[src/rtl/pnoise1d_pkg.sv]
// Shared constants, permutation table and fade coefficients for the 1-D gradient noise core.
`timescale 1ns / 1ps

package pnoise1d_pkg;

  // Default number of fraction bits of the position and the result.
  localparam int unsigned FRAC_BITS_DEF = 16;

  // Width of the position word.
  localparam int unsigned POS_W = 32;

  // Width of a table index and of a hash.
  localparam int unsigned IDX_W  = 8;
  localparam int unsigned HASH_W = 4;

  // Coefficients of the quintic fade in Horner form: f^3 * (10 - f * (15 - 6f)).
  localparam logic [3:0] FADE_K15 = 4'd15;
  localparam logic [2:0] FADE_K6  = 3'd6;
  localparam logic [3:0] FADE_K10 = 4'd10;

  // Gradient magnitude is one plus the low three hash bits.
  localparam logic [2:0] GRAD_MAG_MASK = 3'd7;

  localparam logic [IDX_W-1:0] PERM_ROM [256] = '{
    8'd151, 8'd160, 8'd137, 8'd91,  8'd90,  8'd15,  8'd131, 8'd13,
    8'd201, 8'd95,  8'd96,  8'd53,  8'd194, 8'd233, 8'd7,   8'd225,
    8'd140, 8'd36,  8'd103, 8'd30,  8'd69,  8'd142, 8'd8,   8'd99,
    8'd37,  8'd240, 8'd21,  8'd10,  8'd23,  8'd190, 8'd6,   8'd148,
    8'd247, 8'd120, 8'd234, 8'd75,  8'd0,   8'd26,  8'd197, 8'd62,
    8'd94,  8'd252, 8'd219, 8'd203, 8'd117, 8'd35,  8'd11,  8'd32,
    8'd57,  8'd177, 8'd33,  8'd88,  8'd237, 8'd149, 8'd56,  8'd87,
    8'd174, 8'd20,  8'd125, 8'd136, 8'd171, 8'd168, 8'd68,  8'd175,
    8'd74,  8'd165, 8'd71,  8'd134, 8'd139, 8'd48,  8'd27,  8'd166,
    8'd77,  8'd146, 8'd158, 8'd231, 8'd83,  8'd111, 8'd229, 8'd122,
    8'd60,  8'd211, 8'd133, 8'd230, 8'd220, 8'd105, 8'd92,  8'd41,
    8'd55,  8'd46,  8'd245, 8'd40,  8'd244, 8'd102, 8'd143, 8'd54,
    8'd65,  8'd25,  8'd63,  8'd161, 8'd1,   8'd216, 8'd80,  8'd73,
    8'd209, 8'd76,  8'd132, 8'd187, 8'd208, 8'd89,  8'd18,  8'd169,
    8'd200, 8'd196, 8'd135, 8'd130, 8'd116, 8'd188, 8'd159, 8'd86,
    8'd164, 8'd100, 8'd109, 8'd198, 8'd173, 8'd186, 8'd3,   8'd64,
    8'd52,  8'd217, 8'd226, 8'd250, 8'd124, 8'd123, 8'd5,   8'd202,
    8'd38,  8'd147, 8'd118, 8'd126, 8'd255, 8'd82,  8'd85,  8'd212,
    8'd207, 8'd206, 8'd59,  8'd227, 8'd47,  8'd16,  8'd58,  8'd17,
    8'd182, 8'd189, 8'd28,  8'd42,  8'd223, 8'd183, 8'd170, 8'd213,
    8'd119, 8'd248, 8'd152, 8'd2,   8'd44,  8'd154, 8'd163, 8'd70,
    8'd221, 8'd153, 8'd101, 8'd155, 8'd167, 8'd43,  8'd172, 8'd9,
    8'd129, 8'd22,  8'd39,  8'd253, 8'd19,  8'd98,  8'd108, 8'd110,
    8'd79,  8'd113, 8'd224, 8'd232, 8'd178, 8'd185, 8'd112, 8'd104,
    8'd218, 8'd246, 8'd97,  8'd228, 8'd251, 8'd34,  8'd242, 8'd193,
    8'd238, 8'd210, 8'd144, 8'd12,  8'd191, 8'd179, 8'd162, 8'd241,
    8'd81,  8'd51,  8'd145, 8'd235, 8'd249, 8'd14,  8'd239, 8'd107,
    8'd49,  8'd192, 8'd214, 8'd31,  8'd181, 8'd199, 8'd106, 8'd157,
    8'd184, 8'd84,  8'd204, 8'd176, 8'd115, 8'd121, 8'd50,  8'd45,
    8'd127, 8'd4,   8'd150, 8'd254, 8'd138, 8'd236, 8'd205, 8'd93,
    8'd222, 8'd114, 8'd67,  8'd29,  8'd24,  8'd72,  8'd243, 8'd141,
    8'd128, 8'd195, 8'd78,  8'd66,  8'd215, 8'd61,  8'd156, 8'd180
  };

endpackage

[src/rtl/perlin_noise_1d_core.sv]
// One-dimensional gradient noise core: six-stage pipeline from position word to noise word.
`timescale 1ns / 1ps

// The core takes a signed fixed-point position word (FracBits fraction bits) and returns for
// it one signed noise word with FracBits fraction bits and four integer bits, magnitude at
// most 8.0. Each word passes through six register stages (table lookup, fade and gradients,
// fade cubic term, fade product, blend product, final add into the output register) in that
// order. One word is taken every cycle while the output accepts or a stage is empty; stage
// valid bits let bubbles close up, so the input side stays ready while any stage is empty
// even when the output is stalled. Words are independent and the core keeps no state
// between them.
module perlin_noise_1d_core #(
  parameter int unsigned FracBits = pnoise1d_pkg::FRAC_BITS_DEF
) (
  input  logic                                  clk_i,
  input  logic                                  rst_ni,
  input  logic                                  s_axis_tvalid_i,
  output logic                                  s_axis_tready_o,
  // [31:0] position
  input  logic [pnoise1d_pkg::POS_W-1:0]        s_axis_tdata_i,
  output logic                                  m_axis_tvalid_o,
  input  logic                                  m_axis_tready_i,
  // [FracBits+4:0] noise, zero padding above
  output logic [((FracBits+12)/8)*8-1:0]        m_axis_tdata_o
);
  import pnoise1d_pkg::*;

  localparam int unsigned NoiseW = FracBits + 5;
  localparam int unsigned OutW   = ((FracBits + 12) / 8) * 8;

  localparam logic [FracBits+3:0] OneFx     = (FracBits+4)'(1) << FracBits;
  localparam logic [FracBits+3:0] FifteenFx = (FracBits+4)'(FADE_K15) << FracBits;
  localparam logic [FracBits+3:0] TenFx     = (FracBits+4)'(FADE_K10) << FracBits;

  // Stage enables: a stage loads when it is empty or the next one loads.
  logic en1, en2, en3, en4, en5, en6;
  logic v1_q, v2_q, v3_q, v4_q, v5_q, vout_q;

  assign en6 = !vout_q || m_axis_tready_i;
  assign en5 = !v5_q || en6;
  assign en4 = !v4_q || en5;
  assign en3 = !v3_q || en4;
  assign en2 = !v2_q || en3;
  assign en1 = !v1_q || en2;

  assign s_axis_tready_o = en1;
  assign m_axis_tvalid_o = vout_q;

  always_ff @(posedge clk_i or negedge rst_ni) begin
    if (!rst_ni) begin
      v1_q   <= 1'b0;
      v2_q   <= 1'b0;
      v3_q   <= 1'b0;
      v4_q   <= 1'b0;
      v5_q   <= 1'b0;
      vout_q <= 1'b0;
    end else begin
      if (en1) v1_q   <= s_axis_tvalid_i;
      if (en2) v2_q   <= v1_q;
      if (en3) v3_q   <= v2_q;
      if (en4) v4_q   <= v3_q;
      if (en5) v5_q   <= v4_q;
      if (en6) vout_q <= v5_q;
    end
  end

  // Stage 1: split the position and look up both hashes.
  logic [FracBits-1:0] frac_in;
  logic [IDX_W-1:0]    idx_a, idx_b;
  logic [IDX_W-1:0]    perm_a, perm_b;

  assign frac_in = s_axis_tdata_i[FracBits-1:0];
  assign idx_a   = s_axis_tdata_i[FracBits+IDX_W-1:FracBits];
  assign idx_b   = idx_a + IDX_W'(1);
  assign perm_a  = PERM_ROM[idx_a];
  assign perm_b  = PERM_ROM[idx_b];

  logic [FracBits-1:0] f1_q;
  logic [HASH_W-1:0]   ha1_q, hb1_q;

  always_ff @(posedge clk_i) begin
    if (en1) begin
      f1_q  <= frac_in;
      ha1_q <= perm_a[HASH_W-1:0];
      hb1_q <= perm_b[HASH_W-1:0];
    end
  end

  // Stage 2: first fade product, f squared, and both gradient terms.
  logic [FracBits+3:0]     six_f, fifteen_minus;
  logic [2*FracBits+3:0]   p_full;
  logic [2*FracBits-1:0]   sq_full;
  logic [3:0]              mag_a, mag_b;
  logic [FracBits:0]       one_minus_f;
  logic [FracBits+4:0]     gma, gmb;
  logic signed [FracBits+4:0] ga_d, gb_d;

  assign six_f         = (FracBits+4)'(f1_q) * FADE_K6;
  assign fifteen_minus = FifteenFx - six_f;
  assign p_full        = f1_q * fifteen_minus;
  assign sq_full       = f1_q * f1_q;
  assign mag_a         = {1'b0, ha1_q[2:0] & GRAD_MAG_MASK} + 4'd1;
  assign mag_b         = {1'b0, hb1_q[2:0] & GRAD_MAG_MASK} + 4'd1;
  assign one_minus_f   = OneFx[FracBits:0] - {1'b0, f1_q};
  assign gma           = mag_a * f1_q;
  assign gmb           = mag_b * one_minus_f;
  // The far gradient multiplies f-1, which is negative, so its sign is flipped.
  assign ga_d          = ha1_q[3] ? -$signed(gma) : $signed(gma);
  assign gb_d          = hb1_q[3] ? $signed(gmb) : -$signed(gmb);

  logic [FracBits-1:0]        f2_q, sq2_q;
  logic [FracBits+3:0]        p2_q;
  logic signed [FracBits+4:0] ga2_q, gb2_q;

  always_ff @(posedge clk_i) begin
    if (en2) begin
      f2_q  <= f1_q;
      sq2_q <= sq_full[2*FracBits-1:FracBits];
      p2_q  <= p_full[2*FracBits+3:FracBits];
      ga2_q <= ga_d;
      gb2_q <= gb_d;
    end
  end

  // Stage 3: cubic term, fade polynomial tail and gradient difference.
  logic [FracBits+3:0]        c_d;
  logic [2*FracBits-1:0]      cube_full;
  logic signed [FracBits+5:0] diff;
  logic [FracBits+5:0]        diff_abs;

  assign c_d       = TenFx - p2_q;
  assign cube_full = sq2_q * f2_q;
  assign diff      = (FracBits+6)'(gb2_q) - (FracBits+6)'(ga2_q);
  assign diff_abs  = diff[FracBits+5] ? -diff : diff;

  logic [FracBits+3:0]        c3_q;
  logic [FracBits-1:0]        cube3_q;
  logic signed [FracBits+4:0] ga3_q;
  logic                       dneg3_q;
  logic [FracBits+4:0]        mag3_q;

  always_ff @(posedge clk_i) begin
    if (en3) begin
      c3_q    <= c_d;
      cube3_q <= cube_full[2*FracBits-1:FracBits];
      ga3_q   <= ga2_q;
      dneg3_q <= diff[FracBits+5];
      mag3_q  <= diff_abs[FracBits+4:0];
    end
  end

  // Stage 4: fade value, saturated to one.
  logic [2*FracBits+3:0] u_full;
  logic [FracBits+3:0]   u_raw;
  logic [FracBits:0]     u_d;

  assign u_full = cube3_q * c3_q;
  assign u_raw  = u_full[2*FracBits+3:FracBits];
  assign u_d    = (u_raw > OneFx) ? OneFx[FracBits:0] : u_raw[FracBits:0];

  logic [FracBits:0]          u4_q;
  logic signed [FracBits+4:0] ga4_q;
  logic                       dneg4_q;
  logic [FracBits+4:0]        mag4_q;

  always_ff @(posedge clk_i) begin
    if (en4) begin
      u4_q    <= u_d;
      ga4_q   <= ga3_q;
      dneg4_q <= dneg3_q;
      mag4_q  <= mag3_q;
    end
  end

  // Stage 5: blend product on the magnitude, truncated toward zero.
  logic [2*FracBits+5:0] blend_full;

  assign blend_full = u4_q * mag4_q;

  logic [FracBits+4:0]        pr5_q;
  logic signed [FracBits+4:0] ga5_q;
  logic                       dneg5_q;

  always_ff @(posedge clk_i) begin
    if (en5) begin
      pr5_q   <= blend_full[2*FracBits+4:FracBits];
      ga5_q   <= ga4_q;
      dneg5_q <= dneg4_q;
    end
  end

  // Stage 6: apply the sign and add the near gradient.
  logic signed [FracBits+5:0] pr_ext, noise_full;
  logic [NoiseW-1:0]          noise_q;

  assign pr_ext     = $signed({1'b0, pr5_q});
  assign noise_full = (FracBits+6)'(ga5_q) + (dneg5_q ? -pr_ext : pr_ext);

  always_ff @(posedge clk_i) begin
    if (en6) begin
      noise_q <= noise_full[NoiseW-1:0];
    end
  end

  assign m_axis_tdata_o = (OutW)'(noise_q);

endmodule

[config.mk]
export PLATFORM = sky130hd
export DESIGN_NAME = perlin_noise_1d_core
export DESIGN_NICKNAME = d
export VERILOG_FILES = /design/src/rtl/pnoise1d_pkg.sv /design/src/rtl/perlin_noise_1d_core.sv
export SDC_FILE = /design/constraint.sdc
export NUM_CORES = 2
export LEC_CHECK = 0
export BUFFER_PORTS_ARGS = -buffer_cell sky130_fd_sc_hd__clkbuf_2
export CAP_MARGIN = 0
export CELL_PAD_IN_SITES_DETAIL_PLACEMENT = 1
export CELL_PAD_IN_SITES_GLOBAL_PLACEMENT = 1
export CORE_ASPECT_RATIO = 1.1
export CORE_UTILIZATION = 57
export DETAILED_ROUTE_END_ITERATION = 10
export PLACE_DENSITY_LB_ADDON = 0.1
export SLEW_MARGIN = 20
export SYNTH_ARGS = -nofsm -noshare
export SYNTH_HDL_FRONTEND = slang
export SYNTH_SLANG_ARGS = --single-unit
[constraint.sdc]
create_clock -name clk_i -period 19.1 [get_ports clk_i]
set_clock_uncertainty 0.1 [all_clocks]
set_input_delay 0.955 -clock clk_i [delete_from_list [all_inputs] [get_ports clk_i]]
set_output_delay 0.955 -clock clk_i [all_outputs]
set_load 0.01 [all_outputs]
# Word level (Yosys, flattened, before mapping)

Memory sizes are Yosys's and may differ from the RTL's. A register that Yosys moved wholly into a read port is not among the register bits.
Cells that the tools add are included.

Add/subtract/negate cells: 12
Multipliers: 8
Order comparisons: 1
Multiplexer cells: 4
Bitwise operators: 2
Reductions and logical operators: 12

Operator list:

| operator               | count |
|---|---|
| $mul 16x20->36         | 2 |
| $mul 16x16->32         | 2 |
| $mux 21                | 3 |
| $neg 21->21            | 3 |
| $mul 17x21->37         | 1 |
| $sub 21x21->22         | 1 |
| $add 21x21->21         | 1 |
| $mul 4x17->21          | 1 |
| $neg 20->21            | 1 |
| $gt 20x17->1 const B   | 1 |
| $mul 4x16->20          | 1 |
| $mux 20                | 1 |
| $sub 20x19->20 const A | 1 |
| $sub 20x20->20 const A | 1 |
| $mul 16x2->18 const B  | 1 |
| $not 8->9              | 2 |
| $sub 17x16->17 const A | 1 |
| $add 3x1->4 const B    | 2 |
| $add 8x1->8 const B    | 1 |
| $logic_not 1->1        | 6 |
| $logic_or 1x1->1       | 6 |

Register bits after elaboration: 319
Memory bits (read-only): 4,096
Bits of input ports: 36
Output and inout bits: 26
Word-level logic and storage cells: 67
Memories kept: 2

Memories:

| name             | depth | width | rd ports | clocked after memory_dff | wr ports | RTL line                   | text |
|---|---|---|---|---|---|---|---|
| (name not given) | 256   | 8     | 1        | 1                        | 0        | perlin_noise_1d_core.sv:76 | `assign perm_b = PERM_ROM[idx_b];` |
| (name not given) | 256   | 8     | 1        | 1                        | 0        | perlin_noise_1d_core.sv:75 | `assign perm_a = PERM_ROM[idx_a];` |

# Depth between registers and ports, before layout

Depth after elaboration: 7
Mapped depth: 35
Gate-level depth less buffers: 33

# Worst setup path after synthesis

OpenSTA, ideal clock, no wires.

Path type: reg-to-reg
From: reg f1_q[7]
To: reg p2_q[19], data pin
Arrival time: 8.780 ns
Data required time: 18.734 ns
Setup slack: 9.954 ns
Cell stages (with the launch flop): 34
Buffers on the path: 1
Period minus slack after synthesis: 9.146 ns
Path through: edfxtp_1 -> clkbuf_1 -> clkinv_1 -> ha_1 -> o21a_1 -> o21a_1 -> o22ai_1 -> or3_1 -> o211ai_1 -> a2111oi_0 -> nor3_1 -> a211oi_1 -> o2bb2ai_1 -> nand3_1 -> fa_1 -> fa_1 -> inv_1 -> fa_1 -> fa_1 -> fa_1 -> inv_1 -> fa_1 -> inv_1 -> ha_1 -> a21o_1 -> a21o_1 -> a21o_1 -> o2111ai_1 -> o22ai_1 -> o211a_1 -> o21a_1 -> o21a_1 -> o41ai_1 -> xnor2_1

Word-level cells in the longest chain between the ends: 3

Ends and longest elaborated chain:

| what                     | RTL line                    | text |
|---|---|---|
| start: declaration       | perlin_noise_1d_core.sv:78  | `logic [FracBits-1:0] f1_q;` |
| start signal: assignment | perlin_noise_1d_core.sv:83  | `f1_q <= frac_in;` |
| $mul 16x2->18            | perlin_noise_1d_core.sv:98  | `assign six_f = (FracBits+4)'(f1_q) * FADE_K6;` |
| $sub 20x19->20           | perlin_noise_1d_core.sv:99  | `assign fifteen_minus = FifteenFx - six_f;` |
| $mul 16x20->36 *         | perlin_noise_1d_core.sv:100 | `assign p_full = f1_q * fifteen_minus;` |
| net p_full[35]           | perlin_noise_1d_core.sv:91  | `logic [2*FracBits+3:0] p_full;` |
| end signal: assignment   | perlin_noise_1d_core.sv:119 | `p2_q <= p_full[2*FracBits+3:FracBits];` |
| end: declaration         | perlin_noise_1d_core.sv:112 | `logic [FracBits+3:0] p2_q;` |

The timed path passes the listed nets; every way through them passes the cells marked *.
A chain may end at the register's enable or synchronous reset.

# Final worst setup path

From: reg f1_q[2]
To: reg p2_q[19], data pin

Same word-level chain as after synthesis.

==> results by group <==
Outcome
  – Status: finished, violations left
  – Failing checks: DRC

Die
  – Die Ht: approximately 360 um
  – Die width: 329 um
  – Row cnt: 131
  – Initial core utilization: between 50% and 60%
  – Die ar.: 0.119 mm^2
  – Number of I/O pins: 62
  – Core region area: between 0.1 and 0.15 mm^2

Global route
  – Initial antenna violation count: 3
  – First-pass GRT wire length: 319 mm
  – Overflow after GRT: 0
  – Vias in the first global route: 58.5k
  – Largest net degree at the start of global routing: between 80 and 90
  – GRT Resource Usage Total: 34.5%

Synth
  – Synth top area share: 35.5%
  – Sequential share of the synthesized area: 14.6%
  – Avg Cell Area, Syn: 9.21 um^2
  – EDFF count, synth: 321
  – Main flop type after synthesis: edfxtp_1
  – Mapped Cells: between 7k and 8k
  – Ys Warns: 0
  – Yosys reg bits: 327
  – Ys async rst share: around 1.8%
  – Post-synth top area cell: fa_1
  – Synth Cell Area: 0.0670 mm^2
  – Ranking of synthesized cells by area: fa_1, edfxtp_1, ha_1
  – Count of different cell masters after synthesis: 98

Critical path
  – Crit-path max cell delay: 0.88 ns
  – CP Data Required Time: 19.37 ns
  – Critical path startpoint category: register
  – Crit. End Element: register
  – Critical-path maximum fanout: 37
  – Critical-path top delay cell: a311oi_1
  – WP data arrival: 11.98 ns
  – Most frequent cell on the critical path: fa_1
  – R2R setup slack: around 7.4 ns
  – Crit path kind: reg2reg

Drt
  – Remaining DRCs: 3
  – DR vias: 50.9k
  – Routed Antenna Nets: 0
  – Drt wl/cell: about 23 um
  – Iteration-0 DRC Markers: 3045
  – Drt via density: 5.86
  – Total wire length: 199 mm
  – 1st-pass router iterations: 8

Layout
  – Final net count: 9020
  – Area of the multi-input gates: just over 0.05 mm^2
  – Register area: 0.00979 mm^2
  – Fraction of layout cells with a size suffix above 1: 3.77%
  – FILL cells: 13.3k
  – Commonest non-fill, non-tap cell in the layout: inv_1
  – Commonest cells after routing, fill and taps aside: inv_1, fa_1, nand2_1
  – Synth-to-Final Area Change: 4.53%

Timing
  – Fin. max-slew vios: 0
  – Worst Setup Slack, final: 7.39 ns
  – Tightest Pin Transition: 1.14 ns
  – RSZ-0062 raised after global routing: no
  – Fmax: 85.4 MHz
  – Setup violators final: 0
  – Final period util: 61.3%
  – Fin Setup TNS: 0 ns
  – Slew headroom: 23.3%
  – Hold Fails Final Rpt: 0
  – Final Critical Period: 11.71 ns

Min path
  – HP Class: in2async

Clock tree
  – Longest Clk Path Bufs: 3
  – Cts repair resizes: 0
  – CTS Sinks: around 330
  – Clock Latency Late Sink: 0.63 ns
  – Htree depth: 2
  – Root Buffer: clkbuf_16
  – Post-CTS setup buffers: 0
  – # hold bufs at CTS: 0
  – TritonCTS clock tree: built
  – TritonCTS buffer count: 40
  – Clk pin slew, worst setup/hold paths: roughly 0.070 ns

Flow run
  – Maxcap violations: 0

Place
  – Gpl congestion: around 0.9
  – PortBufs: 50
  – Detailed placer's ending HPWL: 153 mm
  – Post-place setup slack: 7.70 ns
-- critical path, delay by kind of cell, from the launching register on --
family | cells | cell delay (ns)
XOR/XNOR | 3 | 1.29
flip-flops | 1 | 0.33
AND/OR/NAND/NOR | 6 | 1.53
buffers and inverters | 5 | 1.40
AO/OA/AOI/OAI | 9 | 2.80
adder cells (fa/ha/maj) | 8 | 3.97
-- synth_stat cells (all sizes together) (90+ instances only) --
cell type / count
a21oi: 212
and2: 482
clkbuf: 284
edfxtp: 321
fa: 1188
ha: 666
inv: 1462
nand2: 1059
nor2: 306
nor3: 109
o21ai: 156
xnor2: 203
xor2: 90
-- state kept, by name, summed over array words and instances (netlist names), 21 cells and up --
signal and count:
gb2_q 21, noise_q 21, ga5_q 21, mag3_q 21, pr5_q 21, ga2_q 21
ga3_q 21, mag4_q 21, ga4_q 21
-- final timing paths --
check | from | end | depth (start not counted)
worst max-delay path | f1_q[2] | p2_q[19] | 31
worst min-delay path | rst_ni | v2_q | 1
worst max register to register | f1_q[2] | p2_q[19] | 31
worst min register to register | ga4_q[16] | ga5_q[16] | 0
max in group asynchronous | rst_ni | v3_q | 1
min in group clk_i | ga4_q[16] | ga5_q[16] | 0
-- logic make-up (layout without fill, tap and decap cells) --
| group | Yosys count | in the layout | synth area share [%] |
|---|---|---|---|
| buffers and inverters | 1786 | 1670 | 10.0 |
| multiplexers | 27 | 27 | 0.691 |
| AND/OR/NAND/NOR | 2253 | 2253 | 15.7 |
| XOR/XNOR | 293 | 293 | 3.83 |
| adder cells (fa/ha/maj) | 1854 | 1854 | 47.9 |
| other | 1 | 5 | 0.00560 |
| flip-flops | 327 | 327 | 14.6 |
| AO/OA/AOI/OAI | 735 | 735 | 7.15 |
-- metal layers --
metal	wire length [um]	global-route usage, %	vias up	share of wire [%]
met5	0	0	-	0
li1	-	-	22300	-
met1	78000	42.1	26600	39
met3	10200	3.71	436	5.1
met2	102000	61.5	1511	51
met4	8960	15.1	0	4.5
-- layout make-up --
| class | count | area share [%] |
|---|---|---|
| clock inverters | 32 | 0.493 |
| diodes | 2 | 0.00715 |
| well taps | 1529 | 2.73 |
| repair buffers | 126 | 1.17 |
| inverters | 1470 | 7.88 |
| flip-flops and latches | 327 | 14.0 |
| clock buffers | 42 | 1.44 |
| multi-input cells | 5165 | 72.3 |
-- through the flow --
stage | instances | util, % | hold WS (ns) | cell area [um^2]
3_3_place_gp | 8617 | 59.1 | 0.302 | 68700
5_1_grt | 8693 | 60.3 | 0.0462 | 70000
6_report | 8693 | 60.3 | 0.0481 | 70000
3_5_place_dp | 8617 | 59.1 | 0.306 | 68700
4_1_cts | 8691 | 60.3 | 0.0310 | 70000
2_1_floorplan | 7278 | - | 0.300 | 67000
Power is not shown: default switching activity piles up to over one toggle a cycle in this logic, so the estimate is an artifact.
